===== config.mk =====
export PLATFORM = sky130hd
export DESIGN_NAME = bitbang_i2c_master_byte_engine_unit
export DESIGN_NICKNAME = d
export VERILOG_FILES = /design/src/design/bbi2c_pkg.sv /design/src/design/bitbang_i2c_master_byte_engine_unit.sv /design/src/design/bbi2c_front.sv /design/src/design/bbi2c_engine.sv
export SDC_FILE = /design/constraint.sdc
export NUM_CORES = 1
export LEC_CHECK = 0
export BUFFER_PORTS_ARGS = -buffer_cell sky130_fd_sc_hd__buf_2
export CAP_MARGIN = 20
export CORE_MARGIN = 2
export CORE_UTILIZATION = 62
export CTS_BUF_LIST = sky130_fd_sc_hd__clkbuf_4 sky130_fd_sc_hd__clkbuf_8
export DETAILED_ROUTE_END_ITERATION = 10
export GPL_ROUTABILITY_DRIVEN = 0
export PLACE_DENSITY = 0.82
export SKIP_CTS_REPAIR_TIMING = 1
export SYNTH_ARGS = -nofsm -noshare
export SYNTH_HDL_FRONTEND = slang
export SYNTH_SLANG_ARGS = --single-unit

===== constraint.sdc =====
create_clock -name i_clk -period 5.14 [get_ports i_clk]
set_clock_uncertainty 0.05 [all_clocks]
set_input_delay 1.028 -clock i_clk [delete_from_list [all_inputs] [get_ports i_clk]]
set_output_delay 1.028 -clock i_clk [all_outputs]
set_load 0.05 [all_outputs]

===== src/design/bbi2c_pkg.sv =====
// Shared types, codes and helpers for the bit-bang I2C master byte engine.
package bbi2c_pkg;

    localparam int BITS_PER_BYTE = 8;
    localparam int CNT_W         = 4;
    localparam int TICK_W        = 8;
    localparam int CFG_IDX_W     = 3;

    typedef enum logic [1:0] {
        CMD_NONE  = 2'd0,
        CMD_START = 2'd1,
        CMD_WRITE = 2'd2,
        CMD_READ  = 2'd3
    } t_cmd;

    typedef enum logic [4:0] {
        PH_IDLE  = 5'd0,
        PH_START = 5'd1,
        PH_WHIGH = 5'd2,
        PH_WLOW  = 5'd3,
        PH_WACK  = 5'd4,
        PH_WEND  = 5'd5,
        PH_RPRE  = 5'd6,
        PH_RREL  = 5'd7,
        PH_RHIGH = 5'd8,
        PH_RSAMP = 5'd9,
        PH_RLOW  = 5'd10,
        PH_RACK  = 5'd11,
        PH_REND  = 5'd12
    } t_phase;

    typedef enum logic [CFG_IDX_W-1:0] {
        CFG_HALF = 3'd0,
        CFG_PART = 3'd1,
        CFG_FULL = 3'd2,
        CFG_LONG = 3'd3
    } t_cfg_idx;

    // One classified tick, as queued between front and engine.
    typedef struct packed {
        t_cmd       cmd;
        logic [7:0] load_byte;
        logic       ack_level;
        logic       sda_in;
    } t_item;

    typedef struct packed {
        logic       scl_out;
        logic       sda_level;
        logic       sda_drive;
        logic       busy_res;
        logic       done_res;
        logic       acked;
        logic [7:0] read_byte;
    } t_result;

    // A zero tick count lasts one tick.
    function automatic logic [TICK_W-1:0] span(input logic [TICK_W-1:0] ticks);
        span = (ticks == '0) ? TICK_W'(1) : ticks;
    endfunction

endpackage


===== src/design/bitbang_i2c_master_byte_engine_unit.sv =====
// Top level of the bit-bang I2C master byte engine: front queue, engine, assertions.
// Each input transaction is one timebase tick and yields exactly one result transaction.
// Ticks are taken one per clock cycle while nothing stalls: a two-entry queue sits between
// the input and the phase sequencer, and a result register sits after it, so a tick can be
// accepted while the previous result is still stalled. The rate is set by the phase
// sequencer, which updates its state for one tick at a time; a tick passes through the
// queue entry and then the result register before its result is presented. Commands
// (start, write, read) are acted on only while no command is running, otherwise ignored.
// Configuration writes (index 0 half, 1 part, 2 full, 3 long tick counts) are always
// ready and should be issued only while the engine is idle with no ticks in flight.
module bitbang_i2c_master_byte_engine_unit (
    input  logic       i_clk,
    input  logic       i_rst_n,
    input  logic       i_valid,
    output logic       o_stall,
    input  logic [1:0] i_op,
    input  logic [7:0] i_cmd_byte,
    input  logic       i_read_not_write,
    input  logic       i_ack_level,
    input  logic       i_sda_in,
    output logic       o_valid,
    input  logic       i_stall,
    output logic       o_scl_out,
    output logic       o_sda_level,
    output logic       o_sda_drive,
    output logic       o_busy_res,
    output logic       o_done_res,
    output logic       o_acked,
    output logic [7:0] o_read_byte,
    input  logic       i_cfg_valid,
    output logic       o_cfg_ready,
    input  logic [bbi2c_pkg::CFG_IDX_W-1:0] i_cfg_index,
    input  logic [7:0] i_cfg_data
);

    bbi2c_pkg::t_item   w_item;
    logic               w_item_valid;
    logic               w_item_take;
    bbi2c_pkg::t_result w_result;

    assign o_cfg_ready = 1'b1;

    bbi2c_front u_front (
        .i_clk            (i_clk),
        .i_rst_n          (i_rst_n),
        .i_valid          (i_valid),
        .o_stall          (o_stall),
        .i_op             (i_op),
        .i_cmd_byte       (i_cmd_byte),
        .i_read_not_write (i_read_not_write),
        .i_ack_level      (i_ack_level),
        .i_sda_in         (i_sda_in),
        .o_item           (w_item),
        .o_item_valid     (w_item_valid),
        .i_item_take      (w_item_take)
    );

    bbi2c_engine u_engine (
        .i_clk        (i_clk),
        .i_rst_n      (i_rst_n),
        .i_item       (w_item),
        .i_item_valid (w_item_valid),
        .o_item_take  (w_item_take),
        .i_cfg_valid  (i_cfg_valid && o_cfg_ready),
        .i_cfg_index  (i_cfg_index),
        .i_cfg_data   (i_cfg_data),
        .i_out_stall  (i_stall),
        .o_out_valid  (o_valid),
        .o_result     (w_result)
    );

    assign o_scl_out   = w_result.scl_out;
    assign o_sda_level = w_result.sda_level;
    assign o_sda_drive = w_result.sda_drive;
    assign o_busy_res  = w_result.busy_res;
    assign o_done_res  = w_result.done_res;
    assign o_acked     = w_result.acked;
    assign o_read_byte = w_result.read_byte;

    a_take_needs_item: assert property (@(posedge i_clk) disable iff (!i_rst_n)
        w_item_take |-> w_item_valid)
        else $error("engine took a transaction from an empty queue");

    a_done_is_idle: assert property (@(posedge i_clk) disable iff (!i_rst_n)
        (o_valid && o_done_res) |-> !o_busy_res)
        else $error("command reported done while still busy");

    a_reset_clears: assert property (@(posedge i_clk)
        !i_rst_n |=> (!o_valid && !o_stall))
        else $error("result or stall left pending after reset");

endmodule


===== src/design/bbi2c_front.sv =====
// Front end: accepts ticks, classifies the command and queues them for the engine.
module bbi2c_front (
    input  logic                i_clk,
    input  logic                i_rst_n,
    input  logic                i_valid,
    output logic                o_stall,
    input  logic [1:0]          i_op,
    input  logic [7:0]          i_cmd_byte,
    input  logic                i_read_not_write,
    input  logic                i_ack_level,
    input  logic                i_sda_in,
    output bbi2c_pkg::t_item    o_item,
    output logic                o_item_valid,
    input  logic                i_item_take
);

    bbi2c_pkg::t_item r_q [0:1];
    logic             r_wr_ptr;
    logic             r_rd_ptr;
    logic [1:0]       r_count;
    logic [1:0]       n_count;
    logic             w_push;
    bbi2c_pkg::t_item w_item;

    // Preload the shift byte the engine needs for each command.
    always_comb begin
        w_item.cmd       = bbi2c_pkg::t_cmd'(i_op);
        w_item.ack_level = i_ack_level;
        w_item.sda_in    = i_sda_in;
        case (w_item.cmd)
            bbi2c_pkg::CMD_START: w_item.load_byte = {i_cmd_byte[6:0], i_read_not_write};
            bbi2c_pkg::CMD_WRITE: w_item.load_byte = i_cmd_byte;
            default:              w_item.load_byte = '0;
        endcase
    end

    assign o_stall      = (r_count == 2'd2);
    assign w_push       = i_valid && !o_stall;
    assign o_item_valid = (r_count != 2'd0);
    assign o_item       = r_q[r_rd_ptr];

    always_comb begin
        n_count = r_count;
        if (w_push && !i_item_take) begin
            n_count = r_count + 2'd1;
        end else if (!w_push && i_item_take) begin
            n_count = r_count - 2'd1;
        end
    end

    always_ff @(posedge i_clk) begin
        if (!i_rst_n) begin
            r_wr_ptr <= 1'b0;
            r_rd_ptr <= 1'b0;
            r_count  <= 2'd0;
        end else begin
            r_count <= n_count;
            if (w_push) begin
                r_wr_ptr <= !r_wr_ptr;
            end
            if (i_item_take) begin
                r_rd_ptr <= !r_rd_ptr;
            end
        end
    end

    always_ff @(posedge i_clk) begin
        if (w_push) begin
            r_q[r_wr_ptr] <= w_item;
        end
    end

endmodule


===== src/design/bbi2c_engine.sv =====
// Bus engine: phase sequencer, pin registers, tick registers and result register.
module bbi2c_engine (
    input  logic                  i_clk,
    input  logic                  i_rst_n,
    input  bbi2c_pkg::t_item      i_item,
    input  logic                  i_item_valid,
    output logic                  o_item_take,
    input  logic                  i_cfg_valid,
    input  logic [bbi2c_pkg::CFG_IDX_W-1:0] i_cfg_index,
    input  logic [7:0]            i_cfg_data,
    input  logic                  i_out_stall,
    output logic                  o_out_valid,
    output bbi2c_pkg::t_result    o_result
);

    logic [bbi2c_pkg::TICK_W-1:0] r_half_ticks, r_part_ticks, r_full_ticks, r_long_ticks;

    bbi2c_pkg::t_phase            r_phase, n_phase;
    logic [bbi2c_pkg::CNT_W-1:0]  r_bit_count, n_bit_count;
    logic [7:0]                   r_shift, n_shift;
    logic [bbi2c_pkg::TICK_W-1:0] r_tick, n_tick;
    logic                         r_ack_hold, n_ack_hold;
    logic                         r_ack_result, n_ack_result;
    logic                         r_scl, n_scl;
    logic                         r_sda, n_sda;
    logic                         r_sda_oe, n_sda_oe;
    logic [7:0]                   r_rx, n_rx;
    logic                         r_out_valid;
    bbi2c_pkg::t_result           r_out, n_out;

    logic                         w_fire;
    logic                         w_idle;
    logic                         w_enter;
    logic                         w_done;
    logic [bbi2c_pkg::TICK_W-1:0] w_tc;
    logic [bbi2c_pkg::CNT_W-1:0]  w_bit_inc;
    logic [7:0]                   w_shift_base;

    assign w_fire      = i_item_valid && (!r_out_valid || !i_out_stall);
    assign o_item_take = w_fire;
    assign w_idle      = (r_phase == bbi2c_pkg::PH_IDLE);
    assign w_tc        = r_tick - {{(bbi2c_pkg::TICK_W-1){1'b0}}, (r_tick != '0)};
    assign w_bit_inc   = r_bit_count + bbi2c_pkg::CNT_W'(1);

    // Next phase and bit counter.
    always_comb begin
        n_phase     = r_phase;
        n_bit_count = r_bit_count;
        w_enter     = 1'b0;
        w_done      = 1'b0;
        if (w_idle) begin
            case (i_item.cmd)
                bbi2c_pkg::CMD_START: begin
                    n_phase = bbi2c_pkg::PH_START;
                    w_enter = 1'b1;
                end
                bbi2c_pkg::CMD_WRITE: begin
                    n_phase     = bbi2c_pkg::PH_WHIGH;
                    n_bit_count = '0;
                    w_enter     = 1'b1;
                end
                bbi2c_pkg::CMD_READ: begin
                    n_phase     = bbi2c_pkg::PH_RPRE;
                    n_bit_count = '0;
                    w_enter     = 1'b1;
                end
                default: ;
            endcase
        end else if (w_tc == '0) begin
            w_enter = 1'b1;
            case (r_phase)
                bbi2c_pkg::PH_START: begin
                    n_bit_count = '0;
                    n_phase     = bbi2c_pkg::PH_WHIGH;
                end
                bbi2c_pkg::PH_WHIGH: n_phase = bbi2c_pkg::PH_WLOW;
                bbi2c_pkg::PH_WLOW: begin
                    n_bit_count = w_bit_inc;
                    n_phase = (w_bit_inc >= bbi2c_pkg::CNT_W'(bbi2c_pkg::BITS_PER_BYTE)) ?
                              bbi2c_pkg::PH_WACK : bbi2c_pkg::PH_WHIGH;
                end
                bbi2c_pkg::PH_WACK:  n_phase = bbi2c_pkg::PH_WEND;
                bbi2c_pkg::PH_RPRE:  n_phase = bbi2c_pkg::PH_RREL;
                bbi2c_pkg::PH_RREL: begin
                    n_bit_count = '0;
                    n_phase     = bbi2c_pkg::PH_RHIGH;
                end
                bbi2c_pkg::PH_RHIGH: n_phase = bbi2c_pkg::PH_RSAMP;
                bbi2c_pkg::PH_RSAMP: n_phase = bbi2c_pkg::PH_RLOW;
                bbi2c_pkg::PH_RLOW: begin
                    n_bit_count = w_bit_inc;
                    n_phase = (w_bit_inc >= bbi2c_pkg::CNT_W'(bbi2c_pkg::BITS_PER_BYTE)) ?
                              bbi2c_pkg::PH_RACK : bbi2c_pkg::PH_RHIGH;
                end
                bbi2c_pkg::PH_RACK:  n_phase = bbi2c_pkg::PH_REND;
                default: begin
                    // end of settling: drop back to idle
                    n_phase = bbi2c_pkg::PH_IDLE;
                    w_enter = 1'b0;
                    w_done  = 1'b1;
                end
            endcase
        end
    end

    // Pin, shift and tick updates applied on entry to a phase.
    always_comb begin
        w_shift_base = (w_idle && i_item.cmd != bbi2c_pkg::CMD_NONE) ? i_item.load_byte : r_shift;
        n_shift      = w_shift_base;
        n_ack_hold   = (w_idle && i_item.cmd == bbi2c_pkg::CMD_READ) ? i_item.ack_level
                                                                      : r_ack_hold;
        n_ack_result = r_ack_result;
        n_scl        = r_scl;
        n_sda        = r_sda;
        n_sda_oe     = r_sda_oe;
        n_rx         = r_rx;
        n_tick       = w_idle ? r_tick : w_tc;
        if (w_enter) begin
            case (n_phase)
                bbi2c_pkg::PH_START: begin
                    n_sda_oe = 1'b1;
                    n_sda    = 1'b0;
                    n_scl    = 1'b0;
                    n_tick   = bbi2c_pkg::span(r_full_ticks);
                end
                bbi2c_pkg::PH_WHIGH: begin
                    n_sda_oe = 1'b1;
                    n_sda    = w_shift_base[7];
                    n_scl    = 1'b1;
                    n_shift  = {w_shift_base[6:0], 1'b0};
                    n_tick   = bbi2c_pkg::span(r_half_ticks);
                end
                bbi2c_pkg::PH_WLOW: begin
                    n_scl  = 1'b0;
                    n_tick = bbi2c_pkg::span(r_half_ticks);
                end
                bbi2c_pkg::PH_WACK: begin
                    n_sda_oe     = 1'b0;
                    n_scl        = 1'b1;
                    n_ack_result = !i_item.sda_in;
                    if (!i_item.sda_in) begin
                        n_sda = 1'b0;
                    end
                    n_tick = bbi2c_pkg::span(r_half_ticks);
                end
                bbi2c_pkg::PH_WEND: begin
                    n_scl  = 1'b0;
                    n_tick = bbi2c_pkg::span(r_full_ticks);
                end
                bbi2c_pkg::PH_RPRE: begin
                    n_sda  = 1'b0;
                    n_tick = bbi2c_pkg::span(r_long_ticks);
                end
                bbi2c_pkg::PH_RREL: begin
                    n_sda_oe = 1'b0;
                    n_tick   = bbi2c_pkg::span(r_half_ticks);
                end
                bbi2c_pkg::PH_RHIGH: begin
                    n_shift = {w_shift_base[6:0], 1'b0};
                    n_scl   = 1'b1;
                    n_tick  = bbi2c_pkg::span(r_part_ticks);
                end
                bbi2c_pkg::PH_RSAMP: begin
                    n_shift = {w_shift_base[7:1], w_shift_base[0] | i_item.sda_in};
                    n_tick  = bbi2c_pkg::span(r_part_ticks);
                end
                bbi2c_pkg::PH_RLOW: begin
                    n_scl  = 1'b0;
                    n_tick = bbi2c_pkg::span(r_half_ticks);
                end
                bbi2c_pkg::PH_RACK: begin
                    // only reached from the last read bit: capture the byte
                    n_rx     = r_shift;
                    n_sda_oe = 1'b1;
                    n_sda    = r_ack_hold;
                    n_scl    = 1'b1;
                    n_tick   = bbi2c_pkg::span(r_half_ticks);
                end
                bbi2c_pkg::PH_REND: begin
                    n_scl  = 1'b0;
                    n_sda  = 1'b0;
                    n_tick = bbi2c_pkg::span(r_long_ticks);
                end
                default: ;
            endcase
        end
    end

    always_comb begin
        n_out.scl_out   = n_scl;
        n_out.sda_level = n_sda;
        n_out.sda_drive = n_sda_oe;
        n_out.busy_res  = (n_phase != bbi2c_pkg::PH_IDLE);
        n_out.done_res  = w_done;
        n_out.acked     = n_ack_result;
        n_out.read_byte = n_rx;
    end

    always_ff @(posedge i_clk) begin
        if (!i_rst_n) begin
            r_half_ticks <= 8'd4;
            r_part_ticks <= 8'd2;
            r_full_ticks <= 8'd8;
            r_long_ticks <= 8'd10;
        end else if (i_cfg_valid) begin
            case (bbi2c_pkg::t_cfg_idx'(i_cfg_index))
                bbi2c_pkg::CFG_HALF: r_half_ticks <= i_cfg_data;
                bbi2c_pkg::CFG_PART: r_part_ticks <= i_cfg_data;
                bbi2c_pkg::CFG_FULL: r_full_ticks <= i_cfg_data;
                bbi2c_pkg::CFG_LONG: r_long_ticks <= i_cfg_data;
                default: ;
            endcase
        end
    end

    always_ff @(posedge i_clk) begin
        if (!i_rst_n) begin
            r_phase      <= bbi2c_pkg::PH_IDLE;
            r_bit_count  <= '0;
            r_shift      <= '0;
            r_tick       <= '0;
            r_ack_hold   <= 1'b0;
            r_ack_result <= 1'b0;
            r_scl        <= 1'b1;
            r_sda        <= 1'b1;
            r_sda_oe     <= 1'b1;
            r_rx         <= '0;
            r_out_valid  <= 1'b0;
        end else begin
            if (w_fire) begin
                r_phase      <= n_phase;
                r_bit_count  <= n_bit_count;
                r_shift      <= n_shift;
                r_tick       <= n_tick;
                r_ack_hold   <= n_ack_hold;
                r_ack_result <= n_ack_result;
                r_scl        <= n_scl;
                r_sda        <= n_sda;
                r_sda_oe     <= n_sda_oe;
                r_rx         <= n_rx;
                r_out_valid  <= 1'b1;
            end else if (!i_out_stall) begin
                r_out_valid  <= 1'b0;
            end
        end
    end

    always_ff @(posedge i_clk) begin
        if (w_fire) begin
            r_out <= n_out;
        end
    end

    assign o_out_valid = r_out_valid;
    assign o_result    = r_out;

endmodule

After elaboration in Yosys (flattened, before gate mapping)
Memories as Yosys holds them, arrays and structs flattened. A register that Yosys moved wholly into a read port is not among the register bits.
Index checks and enable logic that the tools add are counted.
{"block": "word_totals", "mem_count": 1, "output_inout_bits": 17, "regBits": 89, "ram_bits": 24, "inputBits": 29}
{"block": "op_classes", "n_bitwise": 2, "reduce_logical": 51, "mux": 45, "order_cmp": 1, "eq_ne": 33, "addsub": 4}
{"name": "u_front.r_q", "depth": 2, "width": 12, "read_ports": 1, "rd_clocked_by_memory_dff": 1, "write_ports": 1, "line": "bbi2c_front.sv:17", "text": "bbi2c_pkg::t_item r_q [0:1];"}
{"cell": "8-bit 2-to-1 mux", "count": 10}
{"cell": "5-bit one-hot mux with 10 select lines", "count": 1}
{"cell": "5-bit by 4-bit == test with 1-bit output, second input constant", "count": 9}
{"cell": "8-bit logical NOT", "count": 5}
{"cell": "5-bit by 3-bit == test with 1-bit output, second input constant", "count": 7}
{"cell": "8-bit one-hot mux with 2 select lines", "count": 2}
{"cell": "8-bit one-hot mux with 4 select lines", "count": 1}
{"cell": "5-bit by 2-bit == test with 1-bit output, second input constant", "count": 4}
{"cell": "2-bit OR reduction", "count": 9}
{"cell": "1-bit 2-to-1 mux", "count": 17}
{"cell": "5-bit one-hot mux with 3 select lines", "count": 1}
{"cell": "4-bit 2-to-1 mux", "count": 3}
{"cell": "5-bit by 1-bit == test with 1-bit output, second input constant", "count": 2}
{"cell": "5-bit 2-to-1 mux", "count": 2}
{"cell": "2-bit AND reduction", "count": 5}
{"cell": "10-bit OR reduction", "count": 1}
{"cell": "3-bit OR reduction", "count": 3}
{"cell": "2-bit == test, second input constant", "count": 4}
{"cell": "1-bit logical NOT", "count": 8}
{"cell": "4-bit one-hot mux with 2 select lines", "count": 1}
{"cell": "2-bit nonzero test", "count": 4}
{"cell": "8-bit nonzero test", "count": 1}
{"cell": "8-bit by 1-bit subtractor with 8-bit output", "count": 1}
{"cell": "3-bit by 2-bit == test with 1-bit output, second input constant", "count": 2}
{"cell": "other kinds (24)", "count": 33}

Depth between registers and ports, before layout
{"block": "logic_depth", "ltp_word": 10, "depth_mapped": 17}

By module
A second synthesis with hierarchy kept.
{"block": "hier_totals", "hier_cells": 636, "area_unflattened_um2": 5763.0}
{"mod": "bbi2c_engine", "n_inst": 1, "area_each_um2": 4519.3, "seq_area_each_um2": 1841.8, "cells_per_inst": 549}
{"mod": "bbi2c_front", "n_inst": 1, "area_each_um2": 1232.4, "seq_area_each_um2": 820.8, "cells_per_inst": 85}
{"mod": "bitbang_i2c_master_byte_engine_unit", "n_inst": 1, "area_each_um2": 11.3, "seq_area_each_um2": 0.0, "cells_per_inst": 2}

Worst setup path after synthesis
OpenSTA, ideal clock, no wires.
{"block": "synth_path", "path_kind": "flip-flop to flip-flop", "from": "reg u_engine.r_tick[3] (netlist name)", "to": "reg u_engine.r_rx[3]", "stages_incl_launch_ff": 17, "arrival_time_ns": 3.702, "n_path_buf": 3, "slack_ns": 1.260, "required_ns": 4.962, "cell_sequence": "dfxtp_1 -> buf_2 -> nor4_4 -> nand4_1 -> ha_1 -> ha_1 -> or3b_1 -> o22ai_2 -> a32oi_2 -> or2_1 -> buf_6 -> a211oi_4 -> nand4_4 -> or2_1 -> buf_6 -> mux2i_1 -> nor2_1"}
{"block": "synth_via", "elab_chain_cells": 8, "word_cells_on_any_way": 10, "classes_between": "1 x add/sub; 1 x eq/ne; 6 x mux; 2 x reduce/logical"}
{"element": "from (decl)", "line": "bbi2c_engine.sv:21", "text": "logic [bbi2c_pkg::TICK_W-1:0] r_tick, n_tick;"}
{"element": "from (signal assigned)", "line": "bbi2c_engine.sv:234", "text": "r_tick <= n_tick;"}
{"element": "8-bit nonzero test", "line": "bbi2c_engine.sv:42", "text": "assign w_tc = r_tick - {{(bbi2c_pkg::TICK_W-1){1'b0}}, (r_tick != '0)};"}
{"element": "8-bit by 1-bit subtractor with 8-bit output (*)", "line": "bbi2c_engine.sv:42"}
{"element": "8-bit logical NOT (*)", "line": "bbi2c_engine.sv:69", "text": "end else if (w_tc == '0) begin"}
{"element": "5-bit 2-to-1 mux", "line": "bbi2c_engine.sv:69"}
{"element": "5-bit 2-to-1 mux", "line": "bbi2c_engine.sv:51", "text": "if (w_idle) begin"}
{"element": "5-bit by 4-bit == test with 1-bit output", "line": "bbi2c_engine.sv:119", "text": "case (n_phase)"}
{"element": "8-bit 2-to-1 mux", "line": "bbi2c_engine.sv:119"}
{"element": "8-bit 2-to-1 mux (*)", "line": "bbi2c_engine.sv:118", "text": "if (w_enter) begin"}
{"element": "to (signal assigned)", "line": "bbi2c_engine.sv:240", "text": "r_rx <= n_rx;"}
{"element": "to (decl)", "line": "bbi2c_engine.sv:27", "text": "logic [7:0] r_rx, n_rx;"}
Every way passes the cells marked *; elsewhere a longest branch is shown, timed or not.
A chain may end at the register's enable or synchronous reset.

Final worst setup path
{"block": "layout_path", "from": "reg u_engine.r_tick[2] (netlist name)", "to": "reg u_engine.r_rx[6]"}
The elaborated chain is that of the path after synthesis.

==> flow_summary_export.csv <==
group,metric,value,unit
finish,antenna_cells,0,
floorplan,io_pins,46,
critical_path,cp_max_fo,16,
finish,nFillCells,704,
timing,slew_viol_final,0,
timing,slew_headroom,0.3340,
critical_path,r2r-start,"u_engine.r_tick[2]",
critical_path,crit_arrival,4980,ps
cts,cts_made_buffers,17,
place,pre_cts_ws,557.4,ps
timing,tns,0,ps
synthesis,synth.distinct_cells,73,
critical_path,r2r-end,"u_engine.r_rx[6]",
floorplan,die_h,100.5,µm
critical_path,worst_ep_required_time,5360,ps
power_and_ir_drop,power_density,711.7,mW/mm²
cts,clk_latency,420,ps
timing,finalCritPeriodShare,0.9258,
detailed_routing,first_iter_violations,440,
global_routing,grt_usage,0.2752,
timing,fin_crit,4759,ps
power_and_ir_drop,total_power,4.560,mW
detailed_routing,drt_first_pass_iters,5,
finish,nets,694,
detailed_routing,routed_via_density,6.341,
synthesis,synth_ff_type,"dfxtp_1",
timing,worst_slack,381.2,ps
critical_path,rr_worst_depth,13,
critical_path,crit_path_start_kind,"flop",
floorplan,dieArea,0.01011,mm²
cts,h-tree-depth,4,
global_routing,grt_pass1_wl,21.70,mm
detailed_routing,wl_per_cell,17.06,µm
global_routing,grt_overflow,0,
critical_path,crit_type,"flop to flop",
hold_path,min_from,"u_engine.r_bit_count[3]",
floorplan,rows,35,
detailed_routing,antenna_left,0,
synthesis,ys_seq_area_frac,0.4607,
global_routing,grt_pass1_vias,4465,
timing,rsz0062_at_grt,"no",
finish,register_area,0.002663,mm²
synthesis,synth_nets,665,
floorplan,core-area,0.009153,mm²
detailed_routing,drc,0,
hold_path,hold_path_end,"u_engine.r_bit_count[3]",
synthesis,ys.warnings.count,0,
critical_path,endpoint_kind,"flop",
timing,max_freq,210.1,MHz
finish,syn_to_final_growth,10.87,%
cts,clkTransAtPathRegs,70,ps
synthesis,syn_area,0.005779,mm²
timing,hold_viol_final,0,
cts,cts_tree,"done",
power_and_ir_drop,ir_worst_vdd,0.4100,mV
critical_path,r2r_slack,380,ps
cts,cts_root_buffer,"clkbuf_8",
job,cap_viol_max_count,0,
global_routing,antenna_found_initial,0,
synthesis,synth_edf_count,38,
cts,clock_sinks,114,
detailed_routing,drt_wl_total,13.36,mm
timing,worst_pin_slew,995.4,ps
floorplan,dieWidth,100.5,µm
finish,layout-drive-gt1-share,0.1741,
synthesis,netlist_instances,630,
detailed_routing,vias,4965,
critical_path,cpPeakStageDelay,600,ps
hold_path,holdPathStages,2,
synthesis,synthArstFlopShare,0,
critical_path,critPathSlowestCell,"a211oi_4",
cts,cts_max_path_buffers,2,
floorplan,start_util,0.6314,
finish,multiInputGateArea,0.002898,mm²
place,io_buffers,44,
hold_path,worstHoldPathType,"flop to flop",
global_routing,grt_max_degree,54,
timing,setup_viol,0,
synthesis,synth_seq_cells,114,
place,hpwlAfterDp,9.365,mm
power_and_ir_drop,p_leak,2.464,nW
synthesis,syn_area_per_cell,9.173,µm²
outcome,status,"complete, no violations",
critical_path,path_cells,"nor4_4 > nand4_1 > ha_1 > ha_1 > nor4bb_1 > and2_1 > a32oi_2 > or2_1 > a211oi_4 > nand4_4 > or2_1 > mux2i_1 > nor2_1",
## state kept, by name, indices dropped and copies added, names as in the netlist, 4 cells and up, named ones only
name,count
u_engine.r_half_ticks,8
u_engine.r_tick,8
u_front.r_q,24
u_engine.r_shift,8
u_engine.r_part_ticks,8
u_engine.r_phase,5
u_engine.r_bit_count,4
u_engine.r_rx,8
u_engine.o_result,14
u_engine.r_long_ticks,8
u_engine.r_full_ticks,8
## Yosys cell counts (7+ instances only)
cell type,instances,area [µm²]
a21oi_1,54,270.3
a221o_1,7,70.07
mux2_2,12,135.1
a211oi_1,13,97.59
mux2i_1,19,190.2
nor2_1,59,221.5
nand2_1,99,371.6
o21ai_0,29,145.1
nor3_1,13,65.06
or3_1,10,62.56
nand3_1,14,70.07
dfxtp_1,76,1521
clkbuf_1,30,112.6
a22oi_1,10,75.07
edfxtp_1,38,1141
nor2b_1,8,50.05
inv_1,9,33.78
## stage by stage
| step | utilization | hold WS, ps | instances | cell area [µm²] |
|---|---|---|---|---|
| final | 0.7001 | 419.5 | 783 | 6407 |
| after global routing | 0.7001 | 445.1 | 783 | 6407 |
| after CTS | 0.7001 | 423.4 | 783 | 6407 |
| after detailed placement | 0.6550 | 416.3 | 751 | 5995 |
| after global placement | 0.6550 | 404.3 | 751 | 5995 |
| after floorplan | - | 386.5 | 630 | 5779 |
## routing by layer
metal,track usage,routed length (µm),vias up
met3,0.06796,953,37
met2,0.4399,6172,236
met5,0,0,-
met4,0.1075,310,0
li1,-,-,2370
met1,0.3612,5923,2322
## worst max-delay path by stage
stage,from,to,slack [ps],cells past startpoint
global placement,u_engine.r_tick[2],u_engine.r_tick[0],840,13
finish,u_engine.r_tick[2],u_engine.r_rx[6],380,13
CTS,u_engine.r_tick[2],u_engine.r_rx[6],470,13
floorplan,u_engine.r_tick[3],u_engine.r_rx[3],1260,16
detailed placement,u_engine.r_tick[2],u_engine.r_rx[7],560,13
global route,u_engine.r_tick[2],u_engine.r_shift[1],140,13
## power by group
group | total, mW | switching (mW) | internal (mW)
Sequential | 1.34 | 0.190 | 1.15
Clock | 0.869 | 0.357 | 0.512
Combinational | 2.35 | 1.55 | 0.804
Total | 4.56 | 2.10 | 2.46
## layout make-up
type	instances	share of cell area
repair buffers	49	0.04023
clock inverters	10	0.02109
multi-input cells	467	0.4523
inverters	10	0.005858
well taps	111	0.02168
clock buffers	22	0.04335
flip-flops and latches	114	0.4155
## logic make-up (layout without fill, tap and decap cells)
group,after synthesis,in the layout,synth area share
and+or+nand+nor,242,242,0.2003
AOI/OAI and AO/OA,179,179,0.2191
DFF,114,114,0.4607
buffers and inverters,49,91,0.03789
muxes,31,31,0.05629
xor gates and xnor gates,8,8,0.01212
adders and majority gates,6,6,0.01299
other,1,1,0.0006489
## worst max-delay path: cells and delay by family (launching register included)
family                     cells  cell delay (ps)
and+or+nand+nor                8             2600
AOI/OAI and AO/OA              2              700
adders and majority gates      2              570
DFF                            1              390
muxes                          1              280
## cell usage in the layout (no fill, tap or decap), drive strengths merged, types with 4 or more instances in the layout
master / Yosys / layout
clkinv: 0 / 4
o31ai: 6 / 6
nor3: 13 / 13
nor2: 59 / 59
nand4: 5 / 5
inv: 10 / 11
a221oi: 7 / 7
o21a: 4 / 4
clkbuf: 30 / 22
buf: 9 / 49
and3: 5 / 5
a21oi: 55 / 55
nand2b: 6 / 6
nor2b: 8 / 8
nand3: 14 / 14
mux2: 12 / 12
o211ai: 7 / 7
nand2: 99 / 99
nor4: 7 / 7
a21o: 6 / 6
xor2: 4 / 4
mux2i: 19 / 19
edfxtp: 38 / 38
o21ai: 33 / 33
dfxtp: 76 / 76
a221o: 7 / 7
xnor2: 4 / 4
a22oi: 10 / 10
a211oi: 18 / 18
ha: 6 / 6
or2: 5 / 5
or3: 10 / 10
(Power assumes the default switching activity.)
